<file path="src/rtl/motion_session_fair_scheduler_core_defines.svh">
// ----------------------------------------------------------------------------
// Motion session fair scheduler: assertion macros
// Shared concurrent assertion forms, clocked on clk, off during reset.
// ----------------------------------------------------------------------------
`ifndef MOTION_SESSION_FAIR_SCHEDULER_CORE_DEFINES_SVH
`define MOTION_SESSION_FAIR_SCHEDULER_CORE_DEFINES_SVH

// same-cycle implication
`define MSFS_ASSERT_NOW(label, ante, cons, msg) \
	label: assert property (@(posedge clk) disable iff (!arst_n) (ante) |-> (cons)) \
		else $error(msg);

// next-cycle implication
`define MSFS_ASSERT_NEXT(label, ante, cons, msg) \
	label: assert property (@(posedge clk) disable iff (!arst_n) (ante) |=> (cons)) \
		else $error(msg);

`endif

</file>
<file path="src/rtl/msfs_pkg.sv">
// ----------------------------------------------------------------------------
// Motion session fair scheduler: package
// Types, codes and constants shared by controller and datapath.
// ----------------------------------------------------------------------------
package msfs_pkg;

	localparam int NUM_CAMERAS = 16;
	localparam int CAM_W       = (NUM_CAMERAS > 1) ? $clog2(NUM_CAMERAS) : 1;

	localparam logic [31:0] GAP_RST   = 32'd10000;
	localparam logic [15:0] ALPHA_RST = 16'd19661;
	localparam logic [40:0] RATE_RST  = 41'd1099511;
	localparam logic [40:0] RATE_FLOOR = 41'd12726;

	localparam int DIV_NW = 57;
	localparam int DIV_DW = 48;

	typedef enum logic [1:0] {
		REQ_MOTION = 2'd0,
		REQ_TICK   = 2'd1,
		REQ_SERVE  = 2'd2,
		REQ_NONE   = 2'd3
	} req_t;

	typedef enum logic [1:0] {
		CFG_GAP   = 2'd0,
		CFG_ALPHA = 2'd1,
		CFG_RATE  = 2'd2,
		CFG_NONE  = 2'd3
	} cfg_idx_t;

	typedef enum logic [3:0] {
		ST_IDLE,
		ST_MOT,
		ST_CLOSE,
		ST_DIV,
		ST_EMA_MUL,
		ST_EMA_SUM,
		ST_CLOSE_FIN,
		ST_NEW,
		ST_TICK,
		ST_SRV_SCAN,
		ST_SRV_PICK,
		ST_SRV_WAIT
	} state_t;

	typedef enum logic [1:0] {
		RET_IDLE,
		RET_NEW,
		RET_TICK
	} ret_t;

	typedef struct packed {
		logic [47:0] start_ms;
		logic [47:0] last_ms;
		logic [31:0] tag;
		logic [15:0] fw;
		logic [15:0] fh;
		logic [15:0] bx;
		logic [15:0] by;
		logic [15:0] bw;
		logic [15:0] bh;
	} sess_t;

	typedef struct packed {
		logic        latch;
		logic        idx_cam;
		logic        idx_clear;
		logic        idx_inc;
		logic        extend;
		logic        start_new;
		logic        div_start;
		logic        div_srv;
		logic        ema_mul;
		logic        ema_write;
		logic        close_commit;
		logic        srv_clear;
		logic        srv_cmp;
		logic        srv_commit;
		logic        srv_none;
	} cmd_t;

	typedef struct packed {
		logic cam_ok;
		logic is_end;
		logic open_valid;
		logic extend_ok;
		logic tick_close;
		logic rate_upd;
		logic div_done;
		logic idx_last;
		logic best_found;
	} sts_t;

endpackage

</file>
<file path="src/rtl/msfs_ctrl.sv">
// ----------------------------------------------------------------------------
// Motion session fair scheduler: controller
// Sequences motion, tick and service requests over the datapath.
// ----------------------------------------------------------------------------
module msfs_ctrl import msfs_pkg::*; (
	input  logic       clk,
	input  logic       arst_n,
	input  logic       start,
	input  logic [1:0] req_type,
	input  sts_t       sts,
	output cmd_t       cmd,
	output logic       busy
);

	state_t state_q, state_d;
	ret_t   ret_q, ret_d;

	always_ff @(posedge clk or negedge arst_n) begin
		if (!arst_n) begin
			state_q <= ST_IDLE;
			ret_q   <= RET_IDLE;
		end else begin
			state_q <= state_d;
			ret_q   <= ret_d;
		end
	end

	assign busy = state_q != ST_IDLE;

	always_comb begin
		state_d = state_q;
		ret_d   = ret_q;
		cmd     = '0;
		unique case (state_q)
			ST_IDLE: begin
				if (start) begin
					cmd.latch = 1'b1;
					unique case (req_t'(req_type))
						REQ_MOTION: begin
							cmd.idx_cam = 1'b1;
							state_d     = ST_MOT;
						end
						REQ_TICK: begin
							cmd.idx_clear = 1'b1;
							state_d       = ST_TICK;
						end
						REQ_SERVE: begin
							cmd.idx_clear = 1'b1;
							cmd.srv_clear = 1'b1;
							state_d       = ST_SRV_SCAN;
						end
						default: ;
					endcase
				end
			end
			ST_MOT: begin
				state_d = ST_IDLE;
				if (sts.cam_ok) begin
					if (sts.open_valid) begin
						if (sts.extend_ok) begin
							cmd.extend = 1'b1;
							if (sts.is_end) begin
								ret_d   = RET_IDLE;
								state_d = ST_CLOSE;
							end
						end else begin
							ret_d   = RET_NEW;
							state_d = ST_CLOSE;
						end
					end else if (!sts.is_end) begin
						cmd.start_new = 1'b1;
					end
				end
			end
			ST_CLOSE: begin
				if (sts.rate_upd) begin
					cmd.div_start = 1'b1;
					state_d       = ST_DIV;
				end else begin
					state_d = ST_CLOSE_FIN;
				end
			end
			ST_DIV: begin
				if (sts.div_done)
					state_d = ST_EMA_MUL;
			end
			ST_EMA_MUL: begin
				cmd.ema_mul = 1'b1;
				state_d     = ST_EMA_SUM;
			end
			ST_EMA_SUM: begin
				cmd.ema_write = 1'b1;
				state_d       = ST_CLOSE_FIN;
			end
			ST_CLOSE_FIN: begin
				cmd.close_commit = 1'b1;
				unique case (ret_q)
					RET_NEW:  state_d = ST_NEW;
					RET_TICK: begin
						if (sts.idx_last) begin
							state_d = ST_IDLE;
						end else begin
							cmd.idx_inc = 1'b1;
							state_d     = ST_TICK;
						end
					end
					default:  state_d = ST_IDLE;
				endcase
			end
			ST_NEW: begin
				cmd.start_new = 1'b1;
				state_d       = ST_IDLE;
			end
			ST_TICK: begin
				if (sts.tick_close) begin
					ret_d   = RET_TICK;
					state_d = ST_CLOSE;
				end else if (sts.idx_last) begin
					state_d = ST_IDLE;
				end else begin
					cmd.idx_inc = 1'b1;
				end
			end
			ST_SRV_SCAN: begin
				cmd.srv_cmp = 1'b1;
				if (sts.idx_last)
					state_d = ST_SRV_PICK;
				else
					cmd.idx_inc = 1'b1;
			end
			ST_SRV_PICK: begin
				if (sts.best_found) begin
					cmd.div_start = 1'b1;
					cmd.div_srv   = 1'b1;
					state_d       = ST_SRV_WAIT;
				end else begin
					cmd.srv_none = 1'b1;
					state_d      = ST_IDLE;
				end
			end
			ST_SRV_WAIT: begin
				if (sts.div_done) begin
					cmd.srv_commit = 1'b1;
					state_d        = ST_IDLE;
				end
			end
			default: state_d = ST_IDLE;
		endcase
	end

endmodule

</file>
<file path="config.mk">
export PLATFORM = sky130hd
export DESIGN_NAME = msfs_ctrl
export DESIGN_NICKNAME = d
export VERILOG_FILES = /design/src/rtl/motion_session_fair_scheduler_core_defines.svh /design/src/rtl/msfs_pkg.sv /design/src/rtl/msfs_ctrl.sv
export SDC_FILE = /design/constraint.sdc
export NUM_CORES = 1
export LEC_CHECK = 0
export BUFFER_PORTS_ARGS = -buffer_cell sky130_fd_sc_hd__buf_4
export CORE_MARGIN = 2
export CORE_UTILIZATION = 46
export DETAILED_ROUTE_END_ITERATION = 8
export PLACE_DENSITY = 0.78
export SYNTH_ARGS = -nofsm -noshare
export SYNTH_HDL_FRONTEND = slang
export SYNTH_SLANG_ARGS = --single-unit
</file>
<file path="constraint.sdc">
create_clock -name clk -period 1.8 [get_ports clk]
set_input_delay 0.27 -clock clk [delete_from_list [all_inputs] [get_ports clk]]
set_output_delay 0.27 -clock clk [all_outputs]
set_load 0.02 [all_outputs]
</file>
==> summary.txt, run 1 <==
Setup path
  • R2R Path Start: state_q[2]
  • Crit path capture type: output port
  • RR Endpoint: state_q[3]
  • Startpoint type of the worst setup path: register
  • Kind of critical path: register to output port
  • Worst Path Required: approximately 1.5 ns
  • R2r worst-path depth: 5
  • Reg-to-reg slack, setup: ~0.20 ns
  • Worst-path maximum fanout: 4
  • Arrival time at the worst endpoint: 1.50 ns

Floorplan
  • Core ar.: 1470 um^2
  • FP Rows: 14
  • Initial core utilization: between 40 and 50%
  • Horiz. Die Dim: approximately 43 um
  • Boundary pin count: 30
  • Die ar.: around 1900 um^2
  • Die Ht: 43.1 um

Finish
  • Core Util, Final: around 74%
  • # nets final: 150
  • # fillers: 115
  • Final cell count without fillers: 146
  • Ant. Diodes: 0
  • Fraction of layout cells with a size suffix above 1: a little over two fifths
  • Area delta synth->final: 54.4%

Placement
  • Dpl ws: 0.150 ns
  • Gpl congestion: roughly 0.90
  • Dpl hpwl: 1530 um
  • Port bufs: 29
  • Placed instance count: 136

Route
  • DR vias: 796
  • Routed vias/inst: 5.45
  • Wire per inst: 14.1 um
  • Final ANT Viol Nets: 0
  • WL final: 2060 um
  • Number of DRC markers in iteration 0: 34
  • Pre-antenna DRT Iters: 4
  • Drc violations: 0

Clocking
  • CTS tree: yes
  • Clock Tree Buf Depth: 2
  • CTS buffer count: 3
  • CTS HTree Levels: 1
  • Clock Sinks: 6
  • Worst-Skew Late Latency: between 0.2 and 0.25 ns
  • Worst-path clk slew: 0.04 ns
  • Root Driver: clkbuf_4

Power
  • Switch Pwr: 0.689 mW
  • Clock power share: 7.8%
  • Pleak: 0.529 nW
  • Share of power burned in registers: between 15 and 20%
  • Combinational Power Share: 72.3%
  • Internal power: ~0.82 mW
  • PwrDens: 1390 nW/um^2
  • Peak VDD IR: 0.767 mV
  • Switch share: 45.7%

Synth
  • Post-Syn Area per Cell: 7.90 um^2
  • Area contributors post-synth: dfrtp_1, ha_1, nand2b_1
  • Synth Register Bits: 6
  • Unique cell type count in the Yosys netlist: 36
  • Ys Warns: 0
  • Synth Instances: about 90
  • Area fraction of the dominant cell type after synthesis: 21.4%
  • Yosys top cell by area: dfrtp_1
  • Synth async-reset ratio: between 90% and 100%
  • Register area share after synthesis: 21.4%
  • Net Count, Synth: 107
  • Post-synth EDFFs: 0
  • Most instantiated cells after synthesis: nand2_1, nor2_1, nand2b_1, dfrtp_1, inv_1
  • Leading register cell type out of synthesis: dfrtp_1
  • Post-Synthesis Cell Area: between 700 and 800 um^2

Timing
  • Setup Skew: ~0.0028 ns
  • RSZ-0062 raised after global routing: true
  • # setup viols final: 0
  • Hold Fails Final Rpt: 0
  • Worst-margin pin slew: 0.383 ns
  • Fmax: roughly 570 MHz
  • Post-route setup slack: 0.0345 ns
  • Setup total negative slack: 0 ns
  • Worst slew margin: between 70 and 80%
  • Crit share post-route: 98.1%
  • Max-slew violations: 0
  • Fin crit period: 1.77 ns

GRT
  • Number of global-route vias before repair: 725
  • First-pass GRT wire length: 3310 um
  • Largest net degree at the start of global routing: 14
  • GRT Util Overall: roughly a quarter
  • Initial antenna violation count: 0
  • Grt ovf: 0

Hold path
  • Hold_sp: sts[5]
  • Hold crit path type: input pin to register
  • WHS Endpoint: ret_q[0]
  • Worst Hold Depth: 2

Run
  • Max Cap Viol: 0

Outcome
  • Status: complete, no violations
[registers in the layout (all words and copies together) (netlist names)]
signal,count
state_q,4
ret_q,2
[power groups by stage]
stage                     clock network, mW  logic, mW  registers (mW)
after floorplan                           0      0.660           0.252
after global placement                    0      0.917           0.284
after detailed placement                  0      0.929           0.285
after CTS                             0.128      0.997           0.295
after global routing                  0.131       1.18           0.306
final                                 0.118       1.09           0.299
[layout by cell type (no fill, tap or decap), types with 2 or more instances in the layout]
cell type | synthesis | routed
and3b_1 | 2 | 2
and3_1 | 4 | 3
nor2b_1 | 3 | 2
o211ai_1 | 2 | 2
buf_4 | 1 | 37
clkbuf_4 | 0 | 3
nand2b_4 | 0 | 2
buf_6 | 1 | 4
nor2_1 | 8 | 8
ha_1 | 4 | 4
o21ai_0 | 4 | 4
dfrtp_2 | 0 | 3
nor3_1 | 5 | 5
nand2b_1 | 7 | 6
o31ai_1 | 2 | 2
nand3_1 | 2 | 2
o21a_1 | 2 | 2
dfrtp_1 | 6 | 3
mux2i_1 | 2 | 2
nand2_1 | 8 | 7
inv_1 | 6 | 6
a31oi_1 | 2 | 2
[worst max-delay path, cell delays in order (launching register included)]
cell	delay [ns]
dfrtp_1	0.38
nand2b_4	0.16
or4_4	0.52
nand2_2	0.09
buf_6	0.11
[stage by stage]
step / hold WS (ns) / power, mW / cell area [um^2]
after floorplan: -0.0256 / 0.912 / 703
after global placement: 0.0764 / 1.20 / 957
after detailed placement: 0.0782 / 1.21 / 957
after CTS: 0.251 / 1.42 / 1030
after global routing: 0.277 / 1.62 / 1090
final: 0.259 / 1.51 / 1090
[kinds of logic after synthesis]
| logic type | count (synthesis) | synth area share, % |
|---|---|---|
| AO/OA/AOI/OAI | 21 | 22.6 |
| adder cells (fa/ha/maj) | 4 | 7.12 |
| buffers and inverters | 10 | 7.30 |
| flip-flops | 6 | 21.4 |
| multiplexers | 3 | 4.45 |
| AND/OR/NAND/NOR | 45 | 37.2 |
[final cells by class]
| cell class | instances | area, um^2 | share of cell area (%) |
|---|---|---|---|
| multi-input combinational | 73 | 534 | 49.2 |
| timing repair buffer | 42 | 333 | 30.6 |
| sequential | 6 | 154 | 14.2 |
| clock buffer | 3 | 22.5 | 2.07 |
| inverter | 6 | 22.5 | 2.07 |
| tap | 16 | 20.0 | 1.84 |
[worst max path at each step]
stage / endpoint / cells after the start / start / slack [ns]
final: cmd[11] / 4 / state_q[0] / 0.03
after global routing: cmd[3] / 4 / state_q[2] / -0.03
after CTS: cmd[9] / 4 / state_q[2] / 0.0002
after detailed placement: cmd[11] / 4 / state_q[2] / 0.15
after global placement: cmd[11] / 4 / state_q[2] / 0.17
after floorplan: cmd[9] / 4 / state_q[3] / 0.05
[routing by layer]
layer  vias up  global-route usage [%]  wire length [um]
met1       362                    31.1               913
met5         -                       0                 0
li1        403                       -                 -
met3         5                       0                71
met2        26                    38.8              1030
met4         0                    13.9                45
[repair_timing]
action	CTS	global route
hold buffers	1	0
resized for setup	9	5
endpoints found under the hold margin	6	0
endpoints found under the setup margin	6	6
pin swaps	2	2
buffers inserted	2	4
Power figures use the tool's default switching activity.
==> run 2, diff against run 1 <==
--- a/config.mk
+++ b/config.mk
@@ -6,10 +6,10 @@
 export NUM_CORES = 1
 export LEC_CHECK = 0
 export BUFFER_PORTS_ARGS = -buffer_cell sky130_fd_sc_hd__buf_4
+export CORE_ASPECT_RATIO = 1.5
 export CORE_MARGIN = 2
-export CORE_UTILIZATION = 46
+export CORE_UTILIZATION = 30
 export DETAILED_ROUTE_END_ITERATION = 8
-export PLACE_DENSITY = 0.78
 export SYNTH_ARGS = -nofsm -noshare
 export SYNTH_HDL_FRONTEND = slang
 export SYNTH_SLANG_ARGS = --single-unit
==> summary.txt, run 2 (same netlist as run 1, synthesis figures left out) <==
Finish
  • # fillers: 221 (+92%)
  • Final instance area: 1090 um^2 (+0.23%)
  • Largest regs: state_q: 4 flops, ret_q: 2 flops
  • Fraction of layout cells with a size suffix above 1: 43.8% (unchanged)
  • Storage cell area: 154 um^2 (unchanged)
  • Ant. Diodes: 0 (unchanged)
  • Most frequent cells in the layout: buf_4, nor2_1, nand2_1
  • Most common cell after layout, fill and taps aside: buf_4
  • Top reg by flops: state_q
  • Area of the multi-input gates: 532 um^2 (-0.47%)
  • Max reg flops: 4 (unchanged)
  • Area delta synth->final: 54.8%
  • # nets final: 150 (unchanged)

GRT
  • Number of global-route vias before repair: 882 (+22%)
  • GRT Util Overall: 17.8% (-5.9 points)
  • First-pass GRT wire length: 3750 um (+13%)
  • Grt ovf: 0 (unchanged)
  • Largest net degree at the start of global routing: 14 (unchanged)
  • Initial antenna violation count: 0 (unchanged)

Setup path
  • Crit path capture type: output port
  • CP Cell Sequence: nand2b_4 > or4_4 > nand2_2 > buf_6
  • Startpoint type of the worst setup path: register
  • Kind of critical path: register to output port
  • Worst Path Required: 1.53 ns (about the same)
  • Worst-path maximum fanout: 8 (+4)
  • Arrival time at the worst endpoint: 1.51 ns (about the same)
  • Crit-path slowest cell: or4_4
  • Max incr delay on CP: 0.52 ns (about the same)

Timing
  • # setup viols final: 0 (unchanged)
  • RSZ-0062 raised after global routing: true
  • Crit share post-route: 98.8% (+0.76 points)
  • Fmax: 562 MHz (-0.77%)
  • Worst slew margin: 73.3% (-1.2 points)
  • Hold Fails Final Rpt: 0 (unchanged)
  • Max-slew violations: 0 (unchanged)
  • Worst-margin pin slew: 0.398 ns (+0.0150 ns)
  • Setup Skew: 0.00553 ns (+0.00273 ns)
  • Post-route setup slack: 0.0208 ns (-0.0137 ns)
  • Fin crit period: 1.78 ns (+0.0137 ns)

Route
  • Wire per inst: 15.3 um (+8.4%)
  • DR vias: 853 (+7.2%)
  • Final ANT Viol Nets: 0 (unchanged)
  • Number of DRC markers in iteration 0: 22 (-35%)
  • Drc violations: 0 (unchanged)
  • Pre-antenna DRT Iters: 4 (unchanged)
  • Routed vias/inst: 5.58 (+2.3%)
  • WL final: 2340 um (+14%)

Placement
  • Gpl congestion: 0.864 (-4.0%)
  • Dpl ws: 0.132 ns (-0.0177 ns)
  • DP Area: 973 um^2 (+1.7%)
  • Port bufs: 29 (unchanged)
  • Dpl hpwl: 1900 um (+24%)

Clocking
  • Clock Tree Buf Depth: 2 (unchanged)
  • Worst-path clk slew: 0.05 ns (about the same)
  • Worst-Skew Late Latency: 0.24 ns (about the same)
  • CTS buffer count: 3 (unchanged)
  • CTS tree: yes
  • Root Driver: clkbuf_4
  • Clock Sinks: 6 (unchanged)
  • CTS HTree Levels: 1 (unchanged)

Floorplan
  • Initial core utilization: 31.5% (-16 points)
  • Core ar.: 2230 um^2 (+52%)
  • Boundary pin count: 30 (unchanged)
  • FP Rows: 21 (+7)
  • Die ar.: 2760 um^2 (+48%)
  • Horiz. Die Dim: 43.5 um (+1.0%)
  • Die Ht: 63.3 um (+47%)

Power
  • Tot Pwr: 1.51 mW (about the same)
  • PwrDens: 1390 nW/um^2 (-0.16%)
  • Pleak: 0.528 nW (-0.15%)
  • Peak VDD IR: 0.781 mV (+1.8%)

Hold path
  • Hold crit path type: input pin to register

Outcome
  • Status: complete, no violations

Run
  • Max Cap Viol: 0 (unchanged)
## run 2: worst max-delay path: cells and delay by family, from the launching register on
family,cells,cell delay (ns)
DFF,1,0.49
buffers and inverters,1,0.11
and+or+nand+nor,3,0.67
## run 2: area by class of cell
| class | instances | area share (%) |
|---|---|---|
| multi-input cells | 73 | 48.9 |
| repair buffers | 42 | 30.2 |
| flip-flops and latches | 6 | 14.1 |
| well taps | 23 | 2.64 |
| clock buffers | 3 | 2.07 |
| inverters | 6 | 2.07 |
## run 2: where the power goes
group          internal [mW]  switching [mW]  total [mW]
Sequential             0.202           0.111       0.313
Combinational          0.536           0.543        1.08
Clock                 0.0750          0.0426       0.118
Total                  0.813           0.696        1.51
## run 2: metrics by stage
stage	util (%)	hold WS, ns	std cells	setup TNS [ns]
after floorplan	-	-0.0256	89	0
after global placement	43.6	0.0797	144	0
after detailed placement	43.6	0.0802	144	0
after CTS	46.5	0.252	150	-0.0140
after global routing	48.7	0.280	153	-0.122
final	48.7	0.264	153	0
## run 2: worst paths after layout
| path | startpoint | end | slack [ns] | depth (start not counted) |
|---|---|---|---|---|
| max reg2reg | state_q[1] | state_q[3] | 0.19 | 5 |
| max in group asynchronous | arst_n | state_q[3] | 1.29 | 2 |
| min | sts[5] | ret_q[0] | 0.26 | 2 |
| min reg2reg | ret_q[1] | ret_q[1] | 0.53 | 1 |
| max | state_q[1] | cmd[11] | 0.02 | 4 |
| min in group asynchronous | arst_n | ret_q[0] | 0.38 | 2 |
## run 2: what timing repair did
item                                   4_1_cts  5_1_grt
pin swaps                                    2        0
resized for setup                            6        6
endpoints found under the hold margin        6        0
setup endpoints to repair                    5        6
setup buffers                                2        3
hold buffers                                 1        0
## run 2: per-layer routing
layer / global-route usage (%) / wire length, um
met5: 0 / 0
met4: 11.0 / 146
met3: 2.58 / 163
met2: 32.3 / 1240
met1: 17.9 / 791
